==> src/hdl/mlss_pkg.sv <==
// Package: shared widths, payload structs and controller/datapath links
`timescale 1ns / 1ps
package mlss_pkg;

    localparam int DEF_MAX_PIXELS = 262144;
    localparam int CNT_W   = 19;
    localparam int SX_W    = 34;
    localparam int SY_W    = 44;
    localparam int SXX_W   = 48;
    localparam int SXY_W   = 58;
    localparam int OP_W    = 58;
    localparam int PROD_W  = 80;
    localparam int DVD_W   = 104;
    localparam int DSR_W   = 82;
    localparam int SLOPE_W = 48;
    localparam int FRAC_SHIFT = 23;
    localparam int BIT_CNT_W  = 6;
    localparam int DIV_CNT_W  = 7;
    localparam int CFG_IDX_W  = 8;
    localparam int CFG_DAT_W  = 32;

    localparam logic [CFG_IDX_W-1:0] REG_IMAGE_MEAN = 8'd0;
    localparam logic [CFG_IDX_W-1:0] REG_INV_EXP    = 8'd1;
    localparam logic [CFG_IDX_W-1:0] REG_SAT_LIMIT  = 8'd2;

    typedef struct packed {
        logic [15:0] pixel_value;
        logic [15:0] flux_fraction;
        logic        pixel_enabled;
        logic        last_pixel;
    } t_in_item;

    typedef struct packed {
        logic signed [SLOPE_W-1:0] slope;
        logic [CNT_W-1:0]          used_count;
        logic                      degenerate;
        logic                      clipped;
    } t_out_item;

    typedef struct packed {
        logic capture;
        logic mul_y;
        logic mul_sq;
        logic accum;
        logic prod_load;
        logic prod_step;
        logic form;
        logic div_step;
        logic load_out;
    } t_cmd;

    typedef struct packed {
        logic last;
        logic prod_done;
        logic prod_final;
        logic div_done;
        logic out_free;
    } t_status;

endpackage

==> src/hdl/mlss_ctrl.sv <==
// Controller: sequences per-pixel accumulation and the end-of-image fit
`timescale 1ns / 1ps
module mlss_ctrl
    import mlss_pkg::*;
(
    input  logic    i_clk,
    input  logic    i_rst_n,
    input  logic    i_in_valid,
    input  t_status i_status,
    output logic    o_in_ready,
    output t_cmd    o_cmd
);

    typedef enum logic [8:0] {
        S_IDLE  = 9'b000000001,
        S_MULY  = 9'b000000010,
        S_SQ    = 9'b000000100,
        S_ACC   = 9'b000001000,
        S_PLOAD = 9'b000010000,
        S_PROD  = 9'b000100000,
        S_FORM  = 9'b001000000,
        S_DIV   = 9'b010000000,
        S_LOAD  = 9'b100000000
    } t_state;

    t_state r_state, n_state;

    assign o_in_ready = (r_state == S_IDLE);

    always_comb begin
        n_state = r_state;
        o_cmd   = '0;
        unique case (r_state)
            S_IDLE: begin
                if (i_in_valid) begin
                    o_cmd.capture = 1'b1;
                    n_state = S_MULY;
                end
            end
            S_MULY: begin
                o_cmd.mul_y = 1'b1;
                n_state = S_SQ;
            end
            S_SQ: begin
                o_cmd.mul_sq = 1'b1;
                n_state = S_ACC;
            end
            S_ACC: begin
                o_cmd.accum = 1'b1;
                n_state = i_status.last ? S_PLOAD : S_IDLE;
            end
            S_PLOAD: begin
                o_cmd.prod_load = 1'b1;
                n_state = S_PROD;
            end
            S_PROD: begin
                o_cmd.prod_step = 1'b1;
                if (i_status.prod_done) begin
                    n_state = i_status.prod_final ? S_FORM : S_PLOAD;
                end
            end
            S_FORM: begin
                o_cmd.form = 1'b1;
                n_state = S_DIV;
            end
            S_DIV: begin
                // the first div_step here preps the divider, later ones step it
                o_cmd.div_step = 1'b1;
                if (i_status.div_done) begin
                    n_state = S_LOAD;
                end
            end
            S_LOAD: begin
                if (i_status.out_free) begin
                    o_cmd.load_out = 1'b1;
                    n_state = S_IDLE;
                end
            end
            default: n_state = S_IDLE;
        endcase
    end

    always_ff @(posedge i_clk) begin
        if (!i_rst_n) begin
            r_state <= S_IDLE;
        end else begin
            r_state <= n_state;
        end
    end

endmodule

==> config.mk <==
export PLATFORM = sky130hd
export DESIGN_NAME = mlss_ctrl
export DESIGN_NICKNAME = d
export VERILOG_FILES = /design/src/hdl/mlss_pkg.sv /design/src/hdl/mlss_ctrl.sv
export SDC_FILE = /design/constraint.sdc
export NUM_CORES = 1
export LEC_CHECK = 0
export ABC_CLOCK_PERIOD_IN_PS = 1920
export BUFFER_PORTS_ARGS = -buffer_cell sky130_fd_sc_hd__buf_4
export CAP_MARGIN = 20
export CORE_MARGIN = 5
export CORE_UTILIZATION = 49
export DETAILED_ROUTE_END_ITERATION = 8
export PLACE_DENSITY = 0.76
export REMOVE_ABC_BUFFERS = 1
export SYNTH_ARGS = -nofsm -noshare
export SYNTH_HDL_FRONTEND = slang
export SYNTH_SLANG_ARGS = --single-unit
==> constraint.sdc <==
create_clock -name i_clk -period 1.92 [get_ports i_clk]
set_input_delay 0.192 -clock i_clk [delete_from_list [all_inputs] [get_ports i_clk]]
set_output_delay 0.192 -clock i_clk [all_outputs]
set_load 0.01 [all_outputs]
# After elaboration in Yosys (flattened, before gate mapping)
# Cells that the tools add are included.
# W data, S select, Z words.
[classes] addsub=0 n_mul=0 div_mod_pow=0 order_cmp=0 n_eq_ne=13 n_shift=0 n_mux=18 n_bitwise=0 reduce_logical=1
[op_table] cell="$pmux W9 S9" n=1
[op_table] cell="$mux W9" n=4
[op_table] cell="$mux W1" n=11
[op_table] cell="$eq A9 B1 Y1 const B" n=1
[op_table] cell="$eq A9 B2 Y1 const B" n=1
[op_table] cell="$eq A9 B3 Y1 const B" n=1
[op_table] cell="$eq A9 B4 Y1 const B" n=1
[op_table] cell="$eq A9 B5 Y1 const B" n=1
[op_table] cell="$eq A9 B6 Y1 const B" n=1
[op_table] cell="$eq A9 B7 Y1 const B" n=1
[op_table] cell="$eq A9 B8 Y1 const B" n=1
[op_table] cell="$eq A9 B9 Y1 const B" n=1
[op_table] cell="$ne A2 B2 Y1 const B" n=4
[op_table] cell="$mux W7" n=1
[op_table] cell="$mux W5" n=1
[op_table] cell="$reduce_and A4 Y1" n=1
[word_totals] reg_bits=9 latchBits=0 mem_bits_rw=0 rom_bits=0 input_bits=8 out_inout_bits=10 word_cells=33 n_memories=0

# Logic depth before layout (Yosys ltp)
# Gate-level depths: netlist of run 1.
[logic_depth] depth_word=3 ltp_mapped=5

# Least setup slack after synthesis of run 1
# Ideal clock, no wire load.
[synth_path] path_kind="register to output" from="register r_state[7]" to="output o_cmd[8] (netlist name)" arrival_time_ns=1.458 required_time_ns=1.728 path_slack_ns=0.270 stages_incl_launch_ff=6 cell_sequence="dfxtp_1 > buf_2 > nor3_4 > nand3_1 > nor3b_1 > and2_1"
[synth_rtl] element="from (decl)" line="mlss_ctrl.sv:26" text="t_state r_state, n_state;"
[synth_rtl] element="from (signal assigned)" line="mlss_ctrl.sv:87" text="r_state <= n_state;"
[synth_rtl] element="to (decl)" line="mlss_ctrl.sv:11" text="output t_cmd o_cmd"

==> flow_summary.json, run 1 <==
{
  "status": "finished clean",
  "synth_area_leaders": "dfxtp_1 (28%), nor4b_1 (5.4%), nor4_1 (3.8%)",
  "max_slew.worst_pin.slew_ps": 410,
  "p_comb_share_pct": 22.3,
  "wl_per_cell_um": 16.3,
  "startpoint_type": "register",
  "synth_top_flop_cell": "dfxtp_1",
  "drv_cap": 0,
  "drive_gt1_share_pct": 37.0,
  "vias_per_cell": 6.23,
  "drt_iter0_drc": 11,
  "synth_top_family_by_area": "simple AND/OR/NAND/NOR gates",
  "htreeDepth": 1,
  "arrival_ps": 1700,
  "gp_congestion": 0.807,
  "final_area_um2": 901,
  "p_int_uw": 327,
  "grt_usage_pct": 20.5,
  "syn_area_um2": 651,
  "ys_ff_latch": 9,
  "rsz0062_at_grt": "yes",
  "yosys.area.top_type_share_pct": 27.7,
  "ios": 18,
  "yosys.area.top_type": "dfxtp_1",
  "fin_crit_sh_pct": 98.7,
  "grt_first_pass_wirelength_mm": 3.15,
  "p_sw_uw": 137,
  "crit_fanout": 11,
  "cts-buffers-inserted": 3,
  "path_clk_slew_ps": 70,
  "crit_path_end_kind": "output pin",
  "synthAdderAreaFrac_pct": 0,
  "rows": 13,
  "synth_compound_area_share_pct": 18.8,
  "syn-mean-instance-area_um2": 8.34,
  "fmax_mhz": 528,
  "die_h_um": 46.4,
  "clock_sinks": 9,
  "seq_area_frac_synth_pct": 27.7,
  "grt_max_degree": 12,
  "core_um2": 1280,
  "ys_types": 36,
  "switching_share_pct": 29.5,
  "antenna_left": 0,
  "grt_overflow_total": 0,
  "worst_slack_ps": 24.5,
  "synth_common_cells": "dfxtp_1 (9), inv_1 (5), nor2_1 (5)",
  "top_register": "r_state",
  "drt-pass1-iter-count": 5,
  "whs_ps": 160,
  "ir_drop_mv": 0.427,
  "reg2reg_depth": 4,
  "holdBufCountCts": 0,
  "die_area_um2": 2160,
  "slew_headroom_pct": 72.3,
  "grt_pass1_vias": 695,
  "totalWireLength_mm": 1.88,
  "yosys.area_share.xor_xnor_pct": 2.69,
  "muxShareOfSynthArea_pct": 0,
  "hold_path_class": "primary input to register",
  "p_leak_uw": 0.000390,
  "placed_cells": 108,
  "post-route-min-period_ps": 1900,
  "die_x_um": 46.4,
  "yosysWarnings": 0,
  "antenna_cells": 0,
  "dpl_cell_area_um2": 792,
  "crit_type": "register to output pin",
  "cts_tree": "done",
  "hold_viol": 0,
  "start_util_pct": 50.6,
  "clock_path_buffers": 2,
  "synth_edf_count": 0,
  "final_cells": 115,
  "power_frac_seq_pct": 44.1,
  "antenna_found_initial": 0,
  "yosysMostFrequentCell": "dfxtp_1",
  "fin_skew_ps": 2.75,
  "cp.required_ps": 1730,
  "dp_hpwl_mm": 1.22,
  "synth_cells": 78,
  "setup_viol": 0,
  "synthArstFlopShare_pct": 0,
  "power-per-cell-area_nw_per_um2": 514,
  "yosys.area_share.simple_pct": 44.8,
  "drv_slew": 0,
  "area_growth_pct": 38.5,
  "numPortBuffers": 17,
  "clkLatencyLatePin_ps": 270,
  "p_clk_share_pct": 33.6,
  "largest_reg_flops": 9,
  "clock-root-buffer": "clkbuf_4",
  "place_ws_ps": 186,
  "final_nets": 109,
  "largest_registers": "r_state x9",
  "drc": 0,
  "num_vias": 717,
  "hold_depth": 3
}
## power by group through the flow
stage | logic, uW | registers (uW) | clock network, uW
6_report | 103 | 204 | 156
5_1_grt | 113 | 205 | 165
2_1_floorplan | 48.1 | 202 | 0
4_1_cts | 84.6 | 201 | 156
3_5_place_dp | 81.5 | 204 | 0
3_3_place_gp | 79.4 | 204 | 0
## cell families (layout without fill, tap and decap cells)
logic type / after synthesis / after routing
xor gates and xnor gates: 2 / 2
DFF: 9 / 9
and+or+nand+nor: 44 / 44
AOI/OAI and AO/OA: 14 / 14
buffers and inverters: 9 / 31
## path summary, 6_finish.rpt
kind                                         startpoint                       to  slack, ps
worst min register to register  r_state[2]$_SDFFE_PN0P_  r_state[3]$_SDFFE_PN0P_        630
worst max-delay path            r_state[7]$_SDFFE_PN0P_                 o_cmd[8]         20
worst max register to register  r_state[8]$_SDFFE_PN0P_  r_state[3]$_SDFFE_PN0P_        220
worst min-delay path                        i_status[2]  r_state[6]$_SDFFE_PN0P_        160
## stage by stage
stage	power [uW]	utilization, %	TNS, ps
after floorplan	250	-	0
after global routing	483	70.1	-99.9
after global placement	283	61.6	0
final	463	70.1	0
after detailed placement	286	61.6	0
after CTS	441	64.8	0
## cell usage in the layout, fill, tap and decap left out, drive strengths merged, types with 2 or more instances in the layout
master and count:
inv 5, a2111oi 3, or3b 2, nor4b 5, nor4 4, nand2b 4
a211oi 3, clkbuf 4, dfxtp 9, nor3b 3, buf 22, and3 2
nand2 4, nand3 2, xor2 2, nand3b 2, nor3 5, nor2 5
## cell type report
type	instances	area, um^2
Tap cell	15	18.8
Sequential cell	9	181
Clock buffer	4	26.3
Fill cell	118	384
Multi-Input combinational cell	60	490
Timing Repair Buffer	22	165
Inverter	5	18.8
## repair_timing
action / in CTS / in global routing
setup endpoints to repair: 2 / 6
setup buffers: 0 / 3
pin swaps: 0 / 3
gates resized for setup: 3 / 9
## worst max-delay path, cell delays in order (launching register included)
cell	delay [ps]
dfxtp_2	400
nor3_4	350
nand3_2	170
nor3b_4	250
and2_1	150
buf_4	110
## per-layer routing
metal / wire [um] / GRT usage (%) / vias to the layer above
met1: 851 / 26.0 / 345
met3: 81 / 6.25 / 2
met4: 14 / 6.25 / 0
met5: 0 / 0 / -
li1: - / - / 345
met2: 930 / 33.0 / 25
Power figures use the tool's default switching activity.
==> inputs of run 2 (changes only) <==
Settings changed: ABC_AREA set to 1.
==> flow_summary.json, run 2 <==
{
  "core_um2": 1270,
  "reg2reg_slack_ps": 630,
  "p_leak_uw": 0.000550,
  "numPortBuffers": 17,
  "synth_edf_count": 0,
  "holdBufCountCts": 0,
  "grt-busiest-layer": "met2",
  "power-per-cell-area_nw_per_um2": 1190,
  "place_ws_ps": 627,
  "drive_gt1_share_pct": 25.0,
  "crit_family": "simple AND/OR/NAND/NOR gates",
  "yosys.area.top_type_share_pct": 28.1,
  "yosys.area.top_type": "dfxtp_1",
  "largest_reg_flops": 9,
  "grt_overflow_total": 0,
  "grt_pass1_vias": 634,
  "hold_path_class": "primary input to register",
  "die_area_um2": 2130,
  "yosysWarnings": 0,
  "dpl_cell_area_um2": 783,
  "layout_common_cells": "inv_1 (28), nand2_1 (24), nor2_1 (23)",
  "clock_sinks": 9,
  "final_nets": 141,
  "final_common_cell": "inv_1",
  "post-route-min-period_ps": 1540,
  "clock-root-buffer": "clkbuf_4",
  "antenna_left": 0,
  "wl_per_cell_um": 9.93,
  "multiInputGateArea_um2": 344,
  "crit_buf_inv": 1,
  "cts_tree": "done",
  "crit_type": "register to output pin",
  "drt-pass1-iter-count": 6,
  "fin_setup_tns_ps": 0,
  "rsz0062_at_grt": "no",
  "ir_drop_mv": 0.645,
  "syn-mean-instance-area_um2": 5.73,
  "gp_congestion": 0.837,
  "ys_ff_latch": 9,
  "status": "finished clean",
  "grt_first_pass_wirelength_mm": 2.48,
  "utilization_pct": 63.8,
  "ios": 18,
  "synthArstFlopShare_pct": 0,
  "final_area_um2": 810,
  "fill_cells": 124,
  "grt_use_met1_pct": 20.6,
  "cp.required_ps": 1730,
  "synth_cells": 112,
  "dp_hpwl_mm": 1.24,
  "drt_iter0_drc": 16,
  "cts_resized": 0,
  "yosysMostFrequentCell": "inv_1",
  "synth_common_cells": "inv_1 (28), nand2_1 (24), nor2_1 (23)",
  "seq_area_frac_synth_pct": 28.1,
  "fin_skew_ps": 4.87,
  "num_vias": 683,
  "start_util_pct": 50.6,
  "grtUsageMet2_pct": 23.9,
  "drv_cap": 0,
  "ys_types": 15,
  "hold_viol": 0,
  "crit_fanout": 5,
  "htreeDepth": 1,
  "slew_headroom_pct": 81.6,
  "drv_slew": 0,
  "grt_use_met3_pct": 2.73,
  "path_cells": "nor2_1 > nand2_2 > nor2_2 > nand2_1 > nor2_1 > buf_4",
  "grt_max_degree": 9,
  "synth_area_leaders": "dfxtp_1 (28%), inv_1 (16%), nand2_1 (14%)",
  "die_h_um": 46.2,
  "rows": 13,
  "worst_slack_ps": 376,
  "die_x_um": 46.2,
  "slowest_stage": "dfxtp_1",
  "clock_path_buffers": 2,
  "crit_path_end_kind": "output pin",
  "arrival_ps": 1350,
  "fin_crit_sh_pct": 80.4,
  "area_growth_pct": 26.1,
  "startpoint_type": "register",
  "antenna_found_initial": 0,
  "regArea_um2": 180,
  "postCtsSetupBuffers": 0,
  "cts-buffers-inserted": 3,
  "power_uw": 964,
  "totalWireLength_mm": 1.46,
  "drc": 0,
  "clkLatencyLatePin_ps": 260,
  "setup_viol": 0,
  "antenna_cells": 0,
  "largest_registers": "r_state x9",
  "vias_per_cell": 4.65,
  "synth_top_flop_cell": "dfxtp_1",
  "top_register": "r_state",
  "max_slew.worst_pin.slew_ps": 274,
  "slowest_delay_ps": 350,
  "grt_usage_pct": 15.5,
  "path_clk_slew_ps": 60,
  "syn_area_um2": 642,
  "fmax_mhz": 648,
  "path_common_cell": "nor2_1"
}
## run 2: per-layer routing
layer | routed length (um) | vias up
li1 | - | 369
met1 | 681 | 296
met2 | 666 | 16
met3 | 101 | 2
met4 | 11 | 0
met5 | 0 | -
## run 2: worst paths after layout
path	from	endpoint	cells after the start
setup / recovery	r_state[7]$_SDFFE_PN0P_	o_cmd[8]	6
hold / removal	i_status[2]	r_state[6]$_SDFFE_PN0P_	3
setup reg to reg	r_state[7]$_SDFFE_PN0P_	r_state[5]$_SDFFE_PN0P_	8
hold reg to reg	r_state[7]$_SDFFE_PN0P_	r_state[7]$_SDFFE_PN0P_	2
## run 2: tightest hold or removal path, stage by stage
cell	delay (ps)
buf_4	90
nand4_1	70
inv_1	50
## run 2: area by class of cell
type | count | share of cell area [%]
multi-input combinational | 72 | 42.5
tap | 15 | 2.32
clock buffer | 4 | 3.25
sequential | 9 | 22.3
timing repair buffer | 17 | 15.8
inverter | 30 | 13.9
## run 2: cell families (layout without fill, tap and decap cells)
logic type	Yosys count	in the layout	synth area share, %
compound gates	1	1	0.975
flops	9	9	28.1
simple gates	71	71	52.6
buf+inv	31	51	18.3
## run 2: where the power goes
| part | total, uW | switching [uW] | internal, uW | leakage, uW |
|---|---|---|---|---|
| Sequential | 276 | 49.1 | 227 | 0.0000733 |
| Combinational | 542 | 333 | 209 | 0.000462 |
| Clock | 146 | 66.0 | 80.1 | 0.0000150 |
| Total | 964 | 448 | 516 | 0.000550 |
## run 2: metrics by stage
step	hold WS (ps)	instances
floorplan	312	111
global placement	447	143
detailed placement	443	143
CTS	183	147
global route	221	147
finish	181	147
==> inputs of run 3 (changes only) <==
Settings changed: ABC_CLOCK_PERIOD_IN_PS 1920 to 1430.
Clock period 1.92 ns to 1.43 ns, I/O delays scaled along.
==> flow_summary.json, run 3 (same netlist as run 2, synthesis figures left out) <==
{
  "htreeDepth": 1,
  "regArea_um2": 196,
  "clock_sinks": 9,
  "antenna_cells": 0,
  "p_comb_share_pct": 61.7,
  "vias_per_cell": 4.92,
  "final_nets": 145,
  "ios": 18,
  "switching_share_pct": 49.1,
  "clkLatencyLatePin_ps": 260,
  "totalWireLength_mm": 1.92,
  "regToRegEndpoint": "r_state[7]$_SDFFE_PN0P_",
  "post-route-min-period_ps": 1450,
  "numPortBuffers": 17,
  "path_cells": "nor2_4 > nand2_4 > nor2_4 > nand2_2 > nor2_1 > buf_4",
  "grt_pass1_vias": 628,
  "multiInputGateArea_um2": 459,
  "cp.required_ps": 1290,
  "slowest_stage": "dfxtp_4",
  "drv_slew": 0,
  "fmax_mhz": 689,
  "power-per-cell-area_nw_per_um2": 1690,
  "crit_path_end_kind": "output pin",
  "crit_type": "register to output pin",
  "top_register": "r_state",
  "worst_slack_ps": -20.9,
  "path_clk_slew_ps": 60,
  "grt_first_pass_wirelength_mm": 2.55,
  "grt_usage_pct": 16.5,
  "p_int_uw": 838,
  "placed_cells": 143,
  "dpl_cell_area_um2": 783,
  "startpoint_type": "register",
  "drv_cap": 0,
  "fill_cells": 87,
  "fin_crit_sh_pct": 101,
  "fin_skew_ps": 3.47,
  "final_common_cell": "inv_1",
  "p_clk_share_pct": 12.2,
  "antenna_found_initial": 0,
  "r2r_start": "r_state[1]$_SDFFE_PN0P_",
  "start_util_pct": 50.6,
  "drt-pass1-iter-count": 4,
  "die_h_um": 46.2,
  "slowest_delay_ps": 370,
  "cts-buffers-inserted": 3,
  "whs_ps": 119,
  "largest_registers": "r_state x9",
  "startpoint": "r_state[7]$_SDFFE_PN0P_",
  "final_cells": 151,
  "wl_per_cell_um": 12.7,
  "core_um2": 1270,
  "antenna_left": 0,
  "crit_family": "simple AND/OR/NAND/NOR gates",
  "reg2reg_slack_ps": 70,
  "arrival_ps": 1310,
  "p_leak_uw": 0.000586,
  "whs_endpoint": "r_state[6]$_SDFFE_PN0P_",
  "status": "finished with violations",
  "crit_fanout": 5,
  "place_ws_ps": 132,
  "grt_overflow_total": 0,
  "cts_tree": "done",
  "max_slew.worst_pin.slew_ps": 296,
  "grt_max_degree": 9,
  "path_common_cell": "nor2_4",
  "rows": 13,
  "final_area_um2": 977,
  "die_x_um": 46.2,
  "reg2reg_depth": 8,
  "clock-root-buffer": "clkbuf_4",
  "violations": "negative setup slack",
  "hold_viol": 0,
  "drt_iter0_drc": 15,
  "setup_viol": 1,
  "dp_hpwl_mm": 1.28,
  "rsz0062_at_grt": "yes",
  "largest_reg_flops": 9,
  "layout_common_cells": "inv_1 (22), buf_4 (20), nand2_1 (19)",
  "clock_path_buffers": 2,
  "slew_headroom_pct": 80.1,
  "drc": 0,
  "gp_congestion": 0.828,
  "crit_buf_inv": 1,
  "drive_gt1_share_pct": 47.8,
  "num_vias": 743,
  "area_growth_pct": 52.2,
  "p_sw_uw": 809,
  "min_from": "i_status[2]",
  "hold_path_class": "primary input to register",
  "hold_depth": 3,
  "die_area_um2": 2130,
  "utilization_pct": 77.0,
  "ir_drop_mv": 0.961,
  "power_frac_seq_pct": 26.1
}
==> run 3: changes by cell type in the layout (fill, tap and decap cells not counted), moves of 4 or more <==
cell and delta:
dfxtp_1 -7, dfxtp_2 +4, inv_1 -6, inv_2 +5, nand2_1 -5, nand3_1 -4, nand3_2 +4, nor2_1 -6
nor2_4 +8
==> run 3: worst max path at each step <==
stage	to	slack, ps	depth (start not counted)
2_1_floorplan	r_state[5]$_SDFFE_PN0P_	310	8
3_3_place_gp	r_state[5]$_SDFFE_PN0P_	160	8
3_5_place_dp	r_state[5]$_SDFFE_PN0P_	130	8
4_1_cts	o_cmd[4]	-20	6
5_1_grt	o_cmd[8]	-70	6
6_report	o_cmd[8]	-20	6
==> run 3: area by class of cell <==
cell class | count | area share, %
clock buffer | 4 | 2.69
inverter | 30 | 11.8
multi-input combinational | 72 | 47.0
timing repair buffer | 21 | 16.5
tap | 15 | 1.92
sequential | 9 | 20.1
==> run 3: layer usage <==
layer  track usage, %  wire length (um)  vias up  part of all wire [%]
met3             3.91               116        6                   6.0
met2             28.0               932       29                    48
li1                 -                 -      380                     -
met5                0                 0        -                     0
met1             19.5               833      328                    43
met4             6.82                40        0                   2.1
==> run 3: what timing repair did <==
item | CTS | global route
cloned | 0 | 0
pin swaps | 2 | 10
setup buffers | 1 | 3
setup endpoints to repair | 6 | 13
hold buffers | 0 | 0
resized for setup | 5 | 41
==> run 3: metrics by stage <==
step           power (uW)  setup TNS, ps
2_1_floorplan         902              0
3_3_place_gp         1100              0
3_5_place_dp         1100              0
4_1_cts              1340          -57.4
5_1_grt              1770           -337
6_report             1650          -20.9
==> run 3: worst reg2reg max path, delay by kind of cell, from the launching register on <==
kind,cells,cell delay [ps]
AND/OR/NAND/NOR,8,880
flip-flops,1,360
==> run 3: power by group through the flow <==
| stage | Combinational (uW) | Clock [uW] | Sequential (uW) |
|---|---|---|---|
| floorplan | 542 | 0 | 360 |
| global placement | 724 | 0 | 371 |
| detailed placement | 728 | 0 | 374 |
| CTS | 766 | 202 | 370 |
| global route | 1110 | 218 | 439 |
| finish | 1020 | 201 | 430 |
